$ cat config.mk
export PLATFORM = sky130hd
export DESIGN_NAME = tvi_div_lane
export DESIGN_NICKNAME = d
export VERILOG_FILES = /design/src/rtl/core/tvi_pkg.sv /design/src/rtl/core/tvi_div_lane.sv
export SDC_FILE = /design/constraint.sdc
export NUM_CORES = 2
export LEC_CHECK = 0
export ABC_AREA = 1
export BUFFER_PORTS_ARGS = -buffer_cell sky130_fd_sc_hd__buf_2
export CAP_MARGIN = 10
export CORE_AREA = 2 2 319 637
export CTS_BUF_LIST = sky130_fd_sc_hd__clkbuf_2
export DETAILED_ROUTE_END_ITERATION = 6
export DIE_AREA = 0 0 321 639
export PLACE_DENSITY = 0.64
export SYNTH_ARGS = -nofsm -noshare
export SYNTH_HDL_FRONTEND = slang
export SYNTH_SLANG_ARGS = --single-unit
$ cat constraint.sdc
create_clock -name clk -period 4.8 [get_ports clk]
set_input_delay 0.96 -clock clk [delete_from_list [all_inputs] [get_ports clk]]
set_output_delay 0.96 -clock clk [all_outputs]
set_load 0.01 [all_outputs]
$ cat src/rtl/core/tvi_pkg.sv
package tvi_pkg;

  localparam int unsigned CFG_AW   = 1;
  localparam int unsigned CFG_DW   = 23;
  localparam int unsigned LOG_FRAC = 20;

  localparam logic [CFG_AW-1:0] REG_CURVE_MIN = 1'd0;
  localparam logic [CFG_AW-1:0] REG_CURVE_MAX = 1'd1;

  localparam logic [22:0] CURVE_MIN_RST = 23'd0;
  localparam logic [22:0] CURVE_MAX_RST = 23'd1085478;

  // piece thresholds on raw base luminance
  localparam logic [23:0] TH_LOW  = 24'd223;
  localparam logic [23:0] TH_MID  = 24'd65536;
  localparam logic [23:0] TH_HIGH = 24'd474766;

  localparam logic [24:0] LOG2_LOW  = 25'd8178636;
  localparam logic [24:0] LOG2_HIGH = 25'd19772857;
  localparam logic [22:0] SEG2_BASE = 23'd160452;
  localparam logic [19:0] SEG2_K    = 20'd112804;
  localparam logic [22:0] SEG3_BASE = 23'd1085473;
  localparam logic [22:0] SEG4_BASE = 23'd2101694;
  localparam logic [19:0] SEG4_K    = 20'd817016;

  // reciprocals: x/14 for x < 2^22, x/4027 for x < 2^32
  localparam logic [22:0] RECIP14   = 23'd4793491;
  localparam int unsigned SH14      = 26;
  localparam logic [32:0] RECIP4027 = 33'd4368558740;
  localparam int unsigned SH4027    = 44;

  typedef enum logic [1:0] {
    SEG_LIN_LOW,
    SEG_LOG_LOW,
    SEG_LIN_HIGH,
    SEG_LOG_HIGH
  } seg_t;

  typedef struct packed {
    logic [23:0] base_lum;
    logic [15:0] detail_ratio;
    logic [15:0] gray_lum;
    logic [15:0] chan_b;
    logic [15:0] chan_g;
    logic [15:0] chan_r;
  } in_t;

  typedef struct packed {
    logic [15:0] out_b;
    logic [15:0] out_g;
    logic [15:0] out_r;
  } out_t;

  // log2 of cell midpoint 1 + (2k+1)/2^(bits+1), Q.20, by repeated squaring
  function automatic logic [LOG_FRAC-1:0] log_entry(int unsigned k, int unsigned bits);
    logic [63:0]          m;
    logic [LOG_FRAC-1:0]  acc;
    m   = (64'd1 << 30) + (64'(2 * k + 1) << (29 - bits));
    acc = '0;
    for (int i = 0; i < LOG_FRAC; i++) begin
      m   = (m * m) >> 30;
      acc = acc << 1;
      if (m >= (64'd2 << 30)) begin
        m      = m >> 1;
        acc[0] = 1'b1;
      end
    end
    return acc;
  endfunction

endpackage

$ cat src/rtl/core/tvi_div_lane.sv
module tvi_div_lane (
  input  logic        clk,
  input  logic [54:0] num,
  input  logic [38:0] den,
  input  logic        sat,
  output logic [15:0] quo
);
  import tvi_pkg::*;

  localparam int unsigned QB = 16;

  logic [38:0]   rem_r [QB];
  logic [38:0]   den_r [QB];
  logic [QB-1:0] q_r   [QB+1];
  logic          sat_r [QB+1];
  logic [QB-1:0] lo_r  [QB];

  // entry: saturate when quotient would not fit 16 bits
  always_ff @(posedge clk) begin
    sat_r[0] <= sat || (num[54:16] >= den);
    rem_r[0] <= num[54:16];
    lo_r[0]  <= num[15:0];
    den_r[0] <= den;
    q_r[0]   <= '0;
  end

  for (genvar s = 0; s < QB; s++) begin : g_step
    logic [39:0] trial;
    logic        ge;
    assign trial = {rem_r[s], lo_r[s][QB-1]};
    assign ge    = trial >= {1'b0, den_r[s]};
    always_ff @(posedge clk) begin
      q_r[s+1]   <= {q_r[s][QB-2:0], ge};
      sat_r[s+1] <= sat_r[s];
    end
    // last step keeps only the quotient
    if (s < QB - 1) begin : g_lo
      always_ff @(posedge clk) begin
        rem_r[s+1] <= ge ? 39'(trial - {1'b0, den_r[s]}) : trial[38:0];
        den_r[s+1] <= den_r[s];
        lo_r[s+1]  <= lo_r[s] << 1;
      end
    end
  end

  assign quo = sat_r[QB] ? '1 : q_r[QB];

endmodule
==> summary.md <==
| Metric | Value |
|---|---|
| Status | `complete, but fails checks` |
| Failing checks | `design-rule violations` |
| P per Cell Area | `roughly 660 mW/mm²` |
| Yosys warnings | `0` |
| Post-route DRC | `7` |
| Worst VDD drop | `between 0.2 and 0.3 mV` |
| Tmin final | `roughly 4 ns` |
| Share of the synthesized area in the top cell type | `between 30 and 40%` |
| Post-DP HPWL | `252 mm` |
| Worst hold path type | `flip-flop to flip-flop` |
| DRT iter0 DRCs | `7785` |
| Antenna viol nets, final | `0` |
| Post-synth EDFFs | `0` |
| Critical-path cell list | `buf_4 > or2_2 > buf_2` |
| Most frequent cell after synthesis | `nand2_1` |
| Setup bufs post-CTS | `0` |
| Placer Congestion | `0.997` |
| RSZ-0062 raised after global routing | `no` |
| GRT Total Usage | `a little under 30%` |
| Seq/Total Area, Yosys | `between 30% and 40%` |
| Total number of vias | `roughly 85k` |
| WL per Instance | `17.8 µm` |
| Crit Path Max Fanout | `13` |
| Synthesis-stage register bit count | `about 1.5k` |
| Clk_lat worst skew | `between 1.5 and 2 ns` |
| Congestion Overflow GR | `0` |
| Largest net degree at the start of global routing | `66` |
| Core area | `around 0.20 mm²` |
| Final period util | `81.1%` |
| R2r endpoint | `rem_r[5][0]` |
| Worst Hold Depth | `0` |
| Clock sink total | `1537` |
| Cell Rows | `between 200 and 250` |
| Cell taking the most area after synthesis | `dfxtp_1` |
| Pre-CTS WS | `roughly 0.47 ns` |
| Cells on worst reg2reg path | `12` |
| CTS root buffer | `clkbuf_2` |
| Final setup fails | `0` |
| Worst path slowest cell | `dfxtp_2` |
| Arrival time worst endpoint | `~3 ns` |
| TritonCTS clock tree | `yes` |
| Final worst setup slack | `0.909 ns` |
| Port Buffers | `around 110` |
| Startpoint Class | `flip-flop` |
| Bufs on Longest Clock Path | `4` |
| Initial antenna violation count | `20` |
| Vias/cell | `roughly 4.9` |
| First-pass GRT wire length | `between 400 and 500 mm` |
| Num ports | `between 100 and 150` |
| Critical R2R Launch | `den_r[0][166]` |
| Synth cell count leaders | `nand2_1 (4771), inv_1 (3099), dfxtp_1 (1537)` |
| Clock transition at path regs | `~0.11 ns` |
| PostCTS Resize Cnt | `0` |
| Die Area | `approximately 0.21 mm²` |
| Final hold vios | `0` |
| Die X | `roughly 320 µm` |
| Syn nets | `~15k` |
| Die Ht | `about 640 µm` |
| Yosys cell types | `43` |
| Area growth syn-to-layout | `8.75%` |
| Worst Skew | `approximately 0.15 ns` |
| Sum of negative setup slack | `0 ns` |
| MaxCap Viol Count | `0` |
| Top post-synthesis cells by area | `dfxtp_1 (34%), nand2_1 (20%), inv_1 (13%), ha_1 (9.2%), nor2_1 (4.4%)` |
| Asr flop ratio synth | `0%` |
| Max-slew violations | `0` |
| Worst-Margin Slew | `slightly below 1 ns` |
| Critical path class | `flip-flop to output port` |
| Initial Utilization | `44.7%` |
| Highest clock rate | `257 MHz` |
| Hold Path End | `q_r[1][69]` |
| Nets@finish | `around 15k` |
| Hold Path Origin | `q_r[1][52]` |
| TritonRoute pass-1 iters | `7` |
| Total wire length | `slightly above 300 mm` |
| Main synth FF type | `dfxtp_1` |
| R2r setup slk | `~0.93 ns` |
| Cells after Synth | `~14k` |
| Worst rel slew slack | `between 30% and 40%` |
| H-Tree Depth | `5` |
| FILL cells | `21.1k` |
| Worst Path Required | `3.84 ns` |
| Crit end category | `output port` |
| Leakage power | `around 0.057 µW` |
| Num CTS Buffers | `approximately 350` |
| Post-Syn Area | `about 0.09 mm²` |
| Layout cells sized above 1 | `about 6.1%` |
| Vias in the first global route | `about 80k` |
| Max stage delay on crit path | `0.50 ns` |
| Hold-fix buffer count after cts | `190` |
| Mean area per synthesized cell | `6.46 µm²` |
==> critical path: cells and delay by family, from the launching register on <==
| kind | cells | cell delay (ns) |
|---|---|---|
| buf+inv | 2 | 0.53 |
| flops | 1 | 0.50 |
| simple gates | 1 | 0.20 |
==> metrics by stage <==
| stage | util [%] | hold slack, ns | cells | total power, µW | instance area [µm²] |
|---|---|---|---|---|---|
| 3_5_place_dp | 46.1 | 0.312 | 16500 | 55500 | 92500 |
| 5_1_grt | 48.7 | 0.271 | 17300 | 70500 | 97600 |
| 2_1_floorplan | - | 0.310 | 13900 | 45200 | 89800 |
| 4_1_cts | 48.6 | 0.216 | 17300 | 64500 | 97600 |
| 6_report | 48.7 | 0.259 | 17300 | 64500 | 97600 |
| 3_3_place_gp | 46.1 | 0.310 | 16500 | 55500 | 92500 |
==> flip-flops by register name (all words and copies together), names as in the netlist <==
signal / cells
den_r: 624
lo_r: 136
q_r: 136
rem_r: 624
sat_r: 17
==> layout make-up <==
class | count | area [µm²] | share of cell area (%)
clock inverters | 130 | 742 | 0.760
multi-input cells | 9109 | 46100 | 47.2
clock buffers | 476 | 2380 | 2.44
inverters | 3105 | 11700 | 11.9
flip-flops and latches | 1537 | 30800 | 31.5
well taps | 2585 | 3230 | 3.31
diodes | 10 | 25.0 | 0.0256
repair buffers | 325 | 2700 | 2.77
==> cells in the final DEF, fill, tap and decap left out, drive strengths merged <==
master | netlist | routed
a211oi | 1 | 1
a21boi | 15 | 15
a21oi | 426 | 426
a31oi | 2 | 2
and2 | 30 | 30
buf | 113 | 135
bufinv | 0 | 7
clkbuf | 38 | 476
clkinv | 0 | 109
clkinvlp | 0 | 3
dfxtp | 1537 | 1537
diode | 0 | 10
dlygate4sd3 | 0 | 190
fa | 15 | 15
ha | 663 | 663
inv | 3105 | 3116
nand2 | 4793 | 4793
nand3 | 674 | 674
nand3b | 78 | 78
nand4 | 284 | 284
nor2 | 1140 | 1140
nor3 | 95 | 95
nor3b | 2 | 2
nor4 | 16 | 16
o211ai | 2 | 2
o21a | 1 | 1
o21ai | 451 | 451
o21bai | 59 | 59
or2 | 47 | 47
xnor2 | 17 | 17
xor2 | 298 | 298
==> cell families (layout without fill, tap and decap cells) <==
group | Yosys count | count (layout) | share of synthesized area, %
AO/OA/AOI/OAI | 957 | 957 | 5.57
XOR/XNOR | 315 | 315 | 3.07
adder cells (fa/ha/maj) | 678 | 678 | 9.58
buffers and inverters | 3256 | 4036 | 14.4
flip-flops | 1537 | 1537 | 34.3
other | 0 | 10 | 0
AND/OR/NAND/NOR | 7159 | 7159 | 33.1
==> routing by layer <==
metal	vias to the layer above	routed length, µm	global-route usage (%)
met5	-	42	0
met4	6	16100	14.2
met3	709	22600	4.50
met2	3113	138000	48.1
met1	37600	130000	37.6
li1	43300	-	-
==> power breakdown <==
group	leakage (µW)	internal, µW	switching, µW
clock	0.00237	3090	5400
sequential	0.0130	16400	3000
combinational	0.0413	12100	24500
total	0.0566	31600	32900
==> how the worst max path moves through the flow <==
stage / start / end
after global placement: den_r[0][166] / rem_r[5][0]
final: sat_r[2][0] / quo[11]
after CTS: den_r[0][166] / rem_r[5][0]
after global routing: sat_r[2][0] / quo[11]
after detailed placement: den_r[0][158] / rem_r[5][0]
after floorplan: den[22] / sat_r[0][0]
(Power assumes the default switching activity.)
